**config.mk**
```make
export PLATFORM = sky130hd
export DESIGN_NAME = ffha_ctrl
export DESIGN_NICKNAME = d
export VERILOG_FILES = /design/src/assert_macros.svh /design/src/ffha_pkg.sv /design/src/ffha_ctrl.sv
export SDC_FILE = /design/constraint.sdc
export NUM_CORES = 1
export LEC_CHECK = 0
export BUFFER_PORTS_ARGS = -buffer_cell sky130_fd_sc_hd__buf_2
export CAP_MARGIN = 20
export CORE_AREA = 3 3 40 42
export CTS_CLUSTER_SIZE = 8
export DETAILED_ROUTE_END_ITERATION = 8
export DIE_AREA = 0 0 43 45
export HOLD_SLACK_MARGIN = 0.03
export PLACE_DENSITY = 0.76
export SYNTH_ARGS = -nofsm -noshare
export SYNTH_HDL_FRONTEND = slang
export SYNTH_SLANG_ARGS = --single-unit
export TNS_END_PERCENT = 100
```
**constraint.sdc**
```tcl
create_clock -name clk -period 2.9 [get_ports clk]
set_input_delay 0.145 -clock clk [delete_from_list [all_inputs] [get_ports clk]]
set_output_delay 0.145 -clock clk [all_outputs]
set_load 0.01 [all_outputs]
```
**src/assert_macros.svh**
```systemverilog
`ifndef ASSERT_MACROS_SVH
`define ASSERT_MACROS_SVH

// condition must hold at every clock out of reset
`define ASSERT_ALWAYS(label, clk, rst_n, c) \
  label: assert property (@(posedge clk) disable iff (!rst_n) (c)) \
    else $error("assertion failed");

// consequence in the same cycle
`define ASSERT_IMPLIES(label, clk, rst_n, a, c) \
  label: assert property (@(posedge clk) disable iff (!rst_n) (a) |-> (c)) \
    else $error("assertion failed");

// consequence in the next cycle
`define ASSERT_NEXT(label, clk, rst_n, a, c) \
  label: assert property (@(posedge clk) disable iff (!rst_n) (a) |=> (c)) \
    else $error("assertion failed");

`endif

```
**src/ffha_pkg.sv**
```systemverilog
`default_nettype none

package ffha_pkg;

  localparam int FIELD_W  = 12;
  localparam int STATUS_W = 2;

  localparam logic [FIELD_W-1:0] HEAP_SIZE_RESET = 12'd1000;

  localparam logic OP_FREE = 1'b1;

  typedef enum logic [STATUS_W-1:0] {
    STAT_ALLOC_OK  = 2'd0,
    STAT_BAD_SIZE  = 2'd1,
    STAT_NO_FIT    = 2'd2,
    STAT_FREE_DONE = 2'd3
  } status_t;

  typedef struct packed {
    logic    init;
    logic    load_in;
    logic    walk_start;
    logic    walk_addr;
    logic    walk_adv;
    logic    unlink;
    logic    split_tail;
    logic    split_head;
    logic    free_calc;
    logic    free_commit;
    logic    res_load;
    status_t res_status;
  } ffha_cmd_t;

  typedef struct packed {
    logic op_free;
    logic req_zero;
    logic null_free;
    logic cur_ok;
    logic steps_over;
    logic fits;
    logic can_split;
  } ffha_stat_t;

endpackage

`default_nettype wire

```
**src/ffha_ctrl.sv**
```systemverilog
`default_nettype none

module ffha_ctrl import ffha_pkg::*; (
  input  logic       clk,
  input  logic       rst_n,
  input  logic       cfg_we,
  input  logic       in_valid,
  output logic       in_ready,
  output logic       out_valid,
  input  logic       out_ready,
  output ffha_cmd_t  cmd,
  input  ffha_stat_t stat
);

  typedef enum logic [3:0] {
    S_INIT,
    S_IDLE,
    S_PREP,
    S_ADDR,
    S_CHECK,
    S_SPLIT_TAIL,
    S_SPLIT_HEAD,
    S_FREE_COMMIT,
    S_DONE
  } state_t;

  state_t  state_r, state_nxt;
  status_t res_r, res_nxt;
  logic    out_valid_r, out_valid_nxt;

  assign in_ready  = (state_r == S_IDLE) && !cfg_we;
  assign out_valid = out_valid_r;

  always_comb begin
    state_nxt      = state_r;
    res_nxt        = res_r;
    out_valid_nxt  = out_valid_r && !out_ready;
    cmd            = '0;
    cmd.res_status = res_r;
    unique case (state_r)
      S_INIT: begin
        cmd.init  = 1'b1;
        state_nxt = S_IDLE;
      end
      S_IDLE: begin
        if (cfg_we) begin
          state_nxt = S_INIT;
        end else if (in_valid) begin
          cmd.load_in = 1'b1;
          state_nxt   = S_PREP;
        end
      end
      S_PREP: begin
        if (stat.op_free) begin
          if (stat.null_free) begin
            res_nxt   = STAT_FREE_DONE;
            state_nxt = S_DONE;
          end else begin
            cmd.free_calc = 1'b1;
            state_nxt     = S_FREE_COMMIT;
          end
        end else if (stat.req_zero) begin
          res_nxt   = STAT_BAD_SIZE;
          state_nxt = S_DONE;
        end else begin
          cmd.walk_start = 1'b1;
          state_nxt      = S_ADDR;
        end
      end
      S_ADDR: begin
        if (!stat.cur_ok || stat.steps_over) begin
          res_nxt   = STAT_NO_FIT;
          state_nxt = S_DONE;
        end else begin
          cmd.walk_addr = 1'b1;
          state_nxt     = S_CHECK;
        end
      end
      S_CHECK: begin
        if (stat.fits) begin
          if (stat.can_split) begin
            state_nxt = S_SPLIT_TAIL;
          end else begin
            cmd.unlink = 1'b1;
            res_nxt    = STAT_ALLOC_OK;
            state_nxt  = S_DONE;
          end
        end else begin
          cmd.walk_adv = 1'b1;
          state_nxt    = S_ADDR;
        end
      end
      S_SPLIT_TAIL: begin
        cmd.split_tail = 1'b1;
        state_nxt      = S_SPLIT_HEAD;
      end
      S_SPLIT_HEAD: begin
        cmd.split_head = 1'b1;
        res_nxt        = STAT_ALLOC_OK;
        state_nxt      = S_DONE;
      end
      S_FREE_COMMIT: begin
        cmd.free_commit = 1'b1;
        res_nxt         = STAT_FREE_DONE;
        state_nxt       = S_DONE;
      end
      S_DONE: begin
        // hold until the output register is free
        if (!out_valid_r || out_ready) begin
          cmd.res_load  = 1'b1;
          out_valid_nxt = 1'b1;
          state_nxt     = S_IDLE;
        end
      end
      default: begin
        state_nxt = S_IDLE;
      end
    endcase
  end

  always_ff @(posedge clk) begin
    if (!rst_n) begin
      state_r     <= S_INIT;
      res_r       <= STAT_ALLOC_OK;
      out_valid_r <= 1'b0;
    end else begin
      state_r     <= state_nxt;
      res_r       <= res_nxt;
      out_valid_r <= out_valid_nxt;
    end
  end

endmodule

`default_nettype wire

```
; ---- Word-level counts from Yosys, hierarchy flattened
; Cells that the tools add are included.
[word_totals]
reg_bits = 7
in_bits = 12
out_inout_bits = 15
[classes]
eq_ne = 15
n_mux = 40
n_reduce_logical = 13
[op_table]
columns = cell, n
row1 = $mux 4, 9
row2 = $pmux 4 s7, 1
row3 = $mux 1, 22
row4 = $eq 4x3->1 const B, 4
row5 = $mux 2, 7
row6 = $pmux 2 s5, 1
row7 = $ne 3x3->1 const B, 3
row8 = $eq 4x2->1 const B, 2
row9 = $ne 2x2->1 const B, 4
row10 = $reduce_and 6->1, 1
row11 = $reduce_bool 5->1, 1
row12 = $eq 4x1->1 const B, 1
row13 = $eq 4x4->1 const B, 1
row14 = $logic_not 1->1, 4
row15 = $logic_not 4->1, 1
row16 = $logic_and 1x1->1, 2
row17 = $logic_or 1x1->1, 2
row18 = $reduce_and 2->1, 1
row19 = $reduce_or 2->1, 1

; ---- Logic depth before layout (Yosys ltp)
; Gate-level depths: netlist of the first run.
[logic_depth]
word_depth = 4
depth_mapped = 5
depth_no_buf = 4

; ---- Worst setup path after synthesis of the first run
; No wires, ideal clock.
[synth_path]
path_kind = flip-flop to flip-flop
start = register state_r[3]
end = register state_r[2]
setup_time_ns = 0.065
arrival_ns = 1.413
required_ns = 2.835
slack_ns = 1.422
path_stages_with_launch = 6
path_buffers = 1
path_cell_list = dfxtp_1 > buf_6 > or4b_4 > nor3b_2 > nor3_1 > nor2_1
[synth_via]
elab_chain_len = 3
elab_cells_between_ends = 13
[synth_rtl]
columns = element, line_no
row1 = start: declaration, ffha_ctrl.sv:27  ; state_t state_r, state_nxt;
row2 = start signal: assignment, ffha_ctrl.sv:127  ; state_r <= state_nxt;
row3 = "$eq 4x3->1, or another cell as far along", ffha_ctrl.sv:40  ; unique case (state_r)
row4 = "$reduce_or 2->1 (no source line), or another cell as far along", -
row5 = $pmux 4 s7 / $reduce_and 2->1 (equally long branches), -
; Parallel ways exist; a longest one is shown, timed or not.
; A chain may end at the register's enable or synchronous reset.

==> results.sh, run 1 <==
export IMPL_grt_antenna_before_repair=0
export IMPL_cts_tree="yes"
export IMPL_drtIter0Drc=3
export IMPL_final_max_slew_viol_count=0
export IMPL_io_buffers=26
export IMPL_final_cells=110
export IMPL_ctsHoldBuffers=0
export IMPL_start_util_pct=40.5
export IMPL_p_switching_uw=57.9
export IMPL_syn_instance_count=69
export IMPL_ant_nets=0
export IMPL_p_clk_share_pct=38.3
export IMPL_clock_path_buffers=2
export IMPL_grt_overflow_total=0
export IMPL_cts_max_level=1
export IMPL_ir_drop_uv=175
export IMPL_ys_ff_latch=7
export IMPL_synth_top_cell_area_share_pct=26.9
export IMPL_yosysTopAreaCell="dfxtp_1"
export IMPL_area_growth_pct=28.8
export IMPL_total_power_uw=226
export IMPL_dp_cells=106
export IMPL_core_um2=1280
export IMPL_drive_gt1_share_pct=36.8
export IMPL_synth_commonest_cells="nor2_1 (9), dfxtp_1 (7)"
export IMPL_n_antenna_cell=0
export IMPL_max_slew_margin_pct=65.9
export IMPL_postCtsSetupBuffers=0
export IMPL_setup_viol=0
export IMPL_netlist_top_cells_area="dfxtp_1 (27%), nor2_1 (6.5%), nand2b_1 (6.0%)"
export IMPL_via_per_inst=5.11
export IMPL_worstHoldPathCells=3
export IMPL_numCtsBuffers=3
export IMPL_syn_area_per_cell_um2=7.54
export IMPL_leakage_uw=0.000295
export IMPL_grt_max_degree=15
export IMPL_via_count=562
export IMPL_period_minus_slack_ps=1890
export IMPL_clkSinkCount=7
export IMPL_grt_use_total_pct=13.2
export IMPL_synthArstFlopShare_pct=0
export IMPL_dp_hpwl_um=989
export IMPL_end_kind="output pin"
export IMPL_synth_area_um2=520
export IMPL_rr_worst_depth=4
export IMPL_startpoint_type="flop"
export IMPL_clk_pin_slew_ps=50
export IMPL_seq_area_frac_synth_pct=26.9
export IMPL_post_route_period_util_pct=65.2
export IMPL_cap_violations=0
export IMPL_drcViolationCount=0
export IMPL_ys_types=28
export IMPL_rows=13
export IMPL_crit_required_ps=2760
export IMPL_ctsResizeCount=0
export IMPL_pwr_share_comb_pct=15.7
export IMPL_hold_viol_final=0
export IMPL_yosysMostFrequentCell="nor2_1"
export IMPL_rsz0062_at_grt="no"
export IMPL_skew_ps=2.03
export IMPL_internal_power_uw=168
export IMPL_clock_root_buffer="clkbuf_4"
export IMPL_p_per_area_nw_per_um2=337
export IMPL_grt_pass1_wl_um=1900
export IMPL_ios=27
export IMPL_cp_arrival_ps=1740
export IMPL_drt_first_pass_iters=4
export IMPL_synthFlopType="dfxtp_1"
export IMPL_cp_max_fo=14
export IMPL_tightest_slew_ps=506
export IMPL_yosys_warnings=0
export IMPL_path_class="reg -> out"
export IMPL_syn_num_nets=81
export IMPL_grt_pass1_vias=480
export IMPL_wire_per_inst_um=11.3
export IMPL_outcome="complete, no violations"
export IMPL_wl_um=1240
export IMPL_worst_skew_pair_late_latency_ps=250
export IMPL_synth_edf_count=0
export IMPL_dieHeight_um=45
export IMPL_dieArea_um2=1940
export IMPL_max_freq_mhz=529
export IMPL_p_seq_share_pct=46.0
export IMPL_die_x_um=43
export IMPL_nets=108
export IMPL_globalplace_congestion=0.791
export IMPL_switching_share_pct=25.6
export IMPL_hp_class="in -> reg"
export IMPL_tns_ps=0
layout by cell type, fill, tap and decap left out, drive strengths merged:
cell / count
o32ai: 2
or4b: 2
nand2: 5
nor3: 5
nand3: 1
a2111o: 1
mux2: 1
and2: 1
nor2: 9
nor4: 2
nor2b: 5
clkbuf: 4
nand2b: 5
or3: 1
dfxtp: 7
nand4: 1
a21oi: 5
o21ai: 3
mux2i: 1
nor4b: 1
o22ai: 1
buf: 26
a221oi: 1
inv: 4
nor3b: 1
critical path, stage by stage, from the launching register on:
cell and delay (ps):
dfxtp_1 560, nand2b_1 190, nor4_1 420, and2_1 200, buf_2 120
area by class of cell:
class	count	area [um2]
clock buffers	4	26.3
flip-flops and latches	7	140
well taps	15	18.8
fillers	136	614
multi-input cells	54	340
repair buffers	26	130
inverters	4	15.0
path summary, 6_finish.rpt:
| kind | from | to | slack, ps |
|---|---|---|---|
| max | state_r[0] | cmd[11] | 1010 |
| min | rst_n | state_r[0] | 150 |
| max reg2reg | state_r[2] | res_r[0] | 1200 |
| min reg2reg | res_r[1] | res_r[1] | 460 |
routing by layer:
metal | track usage, % | routed length (um)
met3 | 2.39 | 78
met5 | 0 | 0
met4 | 9.04 | 22
met1 | 15.7 | 557
met2 | 21.6 | 582
flip-flops by register name, summed over array words and instances (netlist names):
register and count:
res_r 2, out_valid 1, state_r 4
power by group through the flow:
stage / Combinational, uW / Sequential (uW) / Clock [uW]
detailed placement: 35.5 / 106 / 0
finish: 35.5 / 104 / 86.5
global route: 39.4 / 104 / 94.8
CTS: 35.8 / 104 / 90.0
global placement: 35.3 / 105 / 0
floorplan: 23.1 / 102 / 0
metrics by stage:
step | util (%) | worst slack [ps] | area [um2] | hold WS, ps
after floorplan | - | 1420 | 520 | 261
after global placement | 50.1 | 1290 | 644 | 407
after detailed placement | 50.1 | 1210 | 644 | 409
after CTS | 52.2 | 984 | 671 | 144
after global routing | 52.2 | 860 | 671 | 173
final | 52.2 | 1010 | 671 | 152
logic make-up after synthesis:
group	synth area share [%]
mux	4.09
flops	26.9
buf+inv	7.69
compound gates	18.7
simple gates	42.5
Note: power is estimated with default switching activity, not from simulation.
==> inputs of run 2 (changes only) <==
- ABC_AREA: unset -> 1
- PLACE_DENSITY: 0.76 -> 0.77
- clock period: 2.9 -> 1.9 ns (I/O delays scaled with it)
==> results.sh, run 2 <==
export IMPL_critPathMaxStageDelay_ps=330
export IMPL_setup_viol=0
export IMPL_critPathSlowestCell="dfxtp_1"
export IMPL_drive_gt1_share_pct=33.9
export IMPL_n_antenna_cell=0
export IMPL_worst_skew_pair_late_latency_ps=250
export IMPL_drt_first_pass_iters=3
export IMPL_numCtsBuffers=3
export IMPL_cts_max_level=1
export IMPL_synthFlopType="dfxtp_1"
export IMPL_crit_start="state_r[0]"
export IMPL_yosys_warnings=0
export IMPL_rows=13
export IMPL_clk_pin_slew_ps=50
export IMPL_multiInputGateArea_um2=307
export IMPL_grt_use_total_pct=14.8
export IMPL_yosysMostFrequentCell="nor2_1"
export IMPL_synth_top_cell_area_share_pct=26.3
export IMPL_rr_worst_depth=8
export IMPL_period_minus_slack_ps=1360
export IMPL_clkSinkCount=7
export IMPL_start_util_pct=41.5
export IMPL_grt_overflow_total=0
export IMPL_p_per_area_nw_per_um2=516
export IMPL_placed_cell_area_um2=682
export IMPL_postCtsSetupBuffers=0
export IMPL_synth_commonest_cells="nor2_1 (22), nand2_1 (21), inv_1 (18)"
export IMPL_dieHeight_um=45
export IMPL_syn_instance_count=97
export IMPL_ys_types=15
export IMPL_path_cells="nor2_1 > inv_1 > nor2_1 > nand2_1 > inv_1 > buf_2"
export IMPL_startpoint_type="flop"
export IMPL_grt_pass1_wl_um=2200
export IMPL_ctsHoldBuffers=0
export IMPL_timing_rr_end="res_r[0]"
export IMPL_final_max_slew_viol_count=0
export IMPL_drtIter0Drc=7
export IMPL_synthArstFlopShare_pct=0
export IMPL_cts_tree="yes"
export IMPL_netlist_top_cells_area="dfxtp_1 (26%), nor2_1 (15%), nand2_1 (15%)"
export IMPL_syn_area_per_cell_um2=5.49
export IMPL_hold_viol_final=0
export IMPL_die_x_um=43
export IMPL_crit_required_ps=1800
export IMPL_seq_area_frac_synth_pct=26.3
export IMPL_largest_register_ffs=4
export IMPL_wl_um=1260
export IMPL_path_class="reg -> out"
export IMPL_rrSetupSlack_ps=690
export IMPL_max_freq_mhz=738
export IMPL_area_growth_pct=32.9
export IMPL_dp_hpwl_um=1110
export IMPL_post_route_period_util_pct=71.3
export IMPL_max_slew_margin_pct=84.7
export IMPL_wire_per_inst_um=8.89
export IMPL_grt_max_degree=6
export IMPL_io_buffers=26
export IMPL_cp_arrival_ps=1260
export IMPL_dieArea_um2=1940
export IMPL_fill_cells=134
export IMPL_tns_ps=0
export IMPL_leakage_uw=0.000434
export IMPL_reg2reg_from="state_r[3]"
export IMPL_ios=27
export IMPL_min_delay_worst_endpoint="res_r[1]"
export IMPL_core_um2=1280
export IMPL_nets=140
export IMPL_grt_antenna_before_repair=0
export IMPL_yosysTopAreaCell="dfxtp_1"
export IMPL_design_area_um2=708
export IMPL_tightest_slew_ps=228
export IMPL_via_per_inst=4.51
export IMPL_end_kind="output pin"
export IMPL_via_count=640
export IMPL_cp_max_fo=4
export IMPL_ant_nets=0
export IMPL_synth_area_um2=533
export IMPL_ir_drop_uv=394
export IMPL_skew_ps=4.11
export IMPL_layout_common_cells="buf_2 (26), nor2_1 (22), nand2_1 (21)"
export IMPL_min_delay_start="rst_n"
export IMPL_cap_violations=0
export IMPL_final_common_cell="buf_2"
export IMPL_ctsResizeCount=0
export IMPL_clock_root_buffer="clkbuf_4"
export IMPL_hp_class="in -> reg"
export IMPL_rsz0062_at_grt="no"
export IMPL_worstHoldPathCells=3
export IMPL_synth_edf_count=0
export IMPL_grt_pass1_vias=605
export IMPL_outcome="complete, no violations"
export IMPL_syn_num_nets=109
export IMPL_drcViolationCount=0
export IMPL_final_seq_area_um2=140
export IMPL_globalplace_congestion=0.810
export IMPL_clock_path_buffers=2
export IMPL_ys_ff_latch=7
export IMPL_regMostFlops="state_r"
==> run 2: cells by family after synthesis <==
kind of cell | after synthesis | synth area share [%]
AND/OR/NAND/NOR | 60 | 50.2
buffers and inverters | 23 | 16.2
AO/OA/AOI/OAI | 7 | 7.28
flip-flops | 7 | 26.3
==> run 2: worst max-delay path, delay by kind of cell (launching register included) <==
kind	cells	cell delay [ps]
buffers and inverters	3	270
flip-flops	1	330
AND/OR/NAND/NOR	3	420
==> run 2: routing by layer <==
metal / global-route usage (%) / routed length, um / part of all wire, % / up-vias
li1: - / - / - / 347
met1: 16.5 / 548 / 43 / 272
met2: 26.3 / 609 / 48 / 18
met3: 2.39 / 81 / 6.4 / 3
met4: 9.04 / 22 / 1.7 / 0
met5: 0 / 0 / 0 / -
==> run 2: final cells by class <==
cell class	instances	area share, %
multi-input combinational	67	43.3
clock buffer	4	3.71
sequential	7	19.8
timing repair buffer	26	18.4
tap	15	2.65
inverter	23	12.2
==> run 2: worst max path at each step <==
stage,slack (ps),end
floorplan,830,res_r[0]
global placement,700,res_r[0]
detailed placement,690,res_r[0]
CTS,530,cmd[8]
global route,370,cmd[8]
finish,540,cmd[8]
==> run 2: where the power goes <==
part           internal (uW)  switching, uW  leakage (uW)
Sequential               153           4.46     0.0000569
Combinational           30.9           46.3      0.000362
Clock                   79.9           51.4     0.0000150
==> run 2: stage by stage <==
| step | power, uW | cells | hold slack (ps) | setup slack (ps) | util (%) |
|---|---|---|---|---|---|
| finish | 366 | 142 | 114 | 545 | 55.1 |
| CTS | 373 | 142 | 106 | 526 | 55.1 |
| detailed placement | 238 | 138 | 376 | 690 | 53.1 |
| global placement | 237 | 138 | 376 | 704 | 53.1 |
| floorplan | 209 | 97 | 215 | 827 | - |
| global route | 389 | 142 | 117 | 370 | 55.1 |
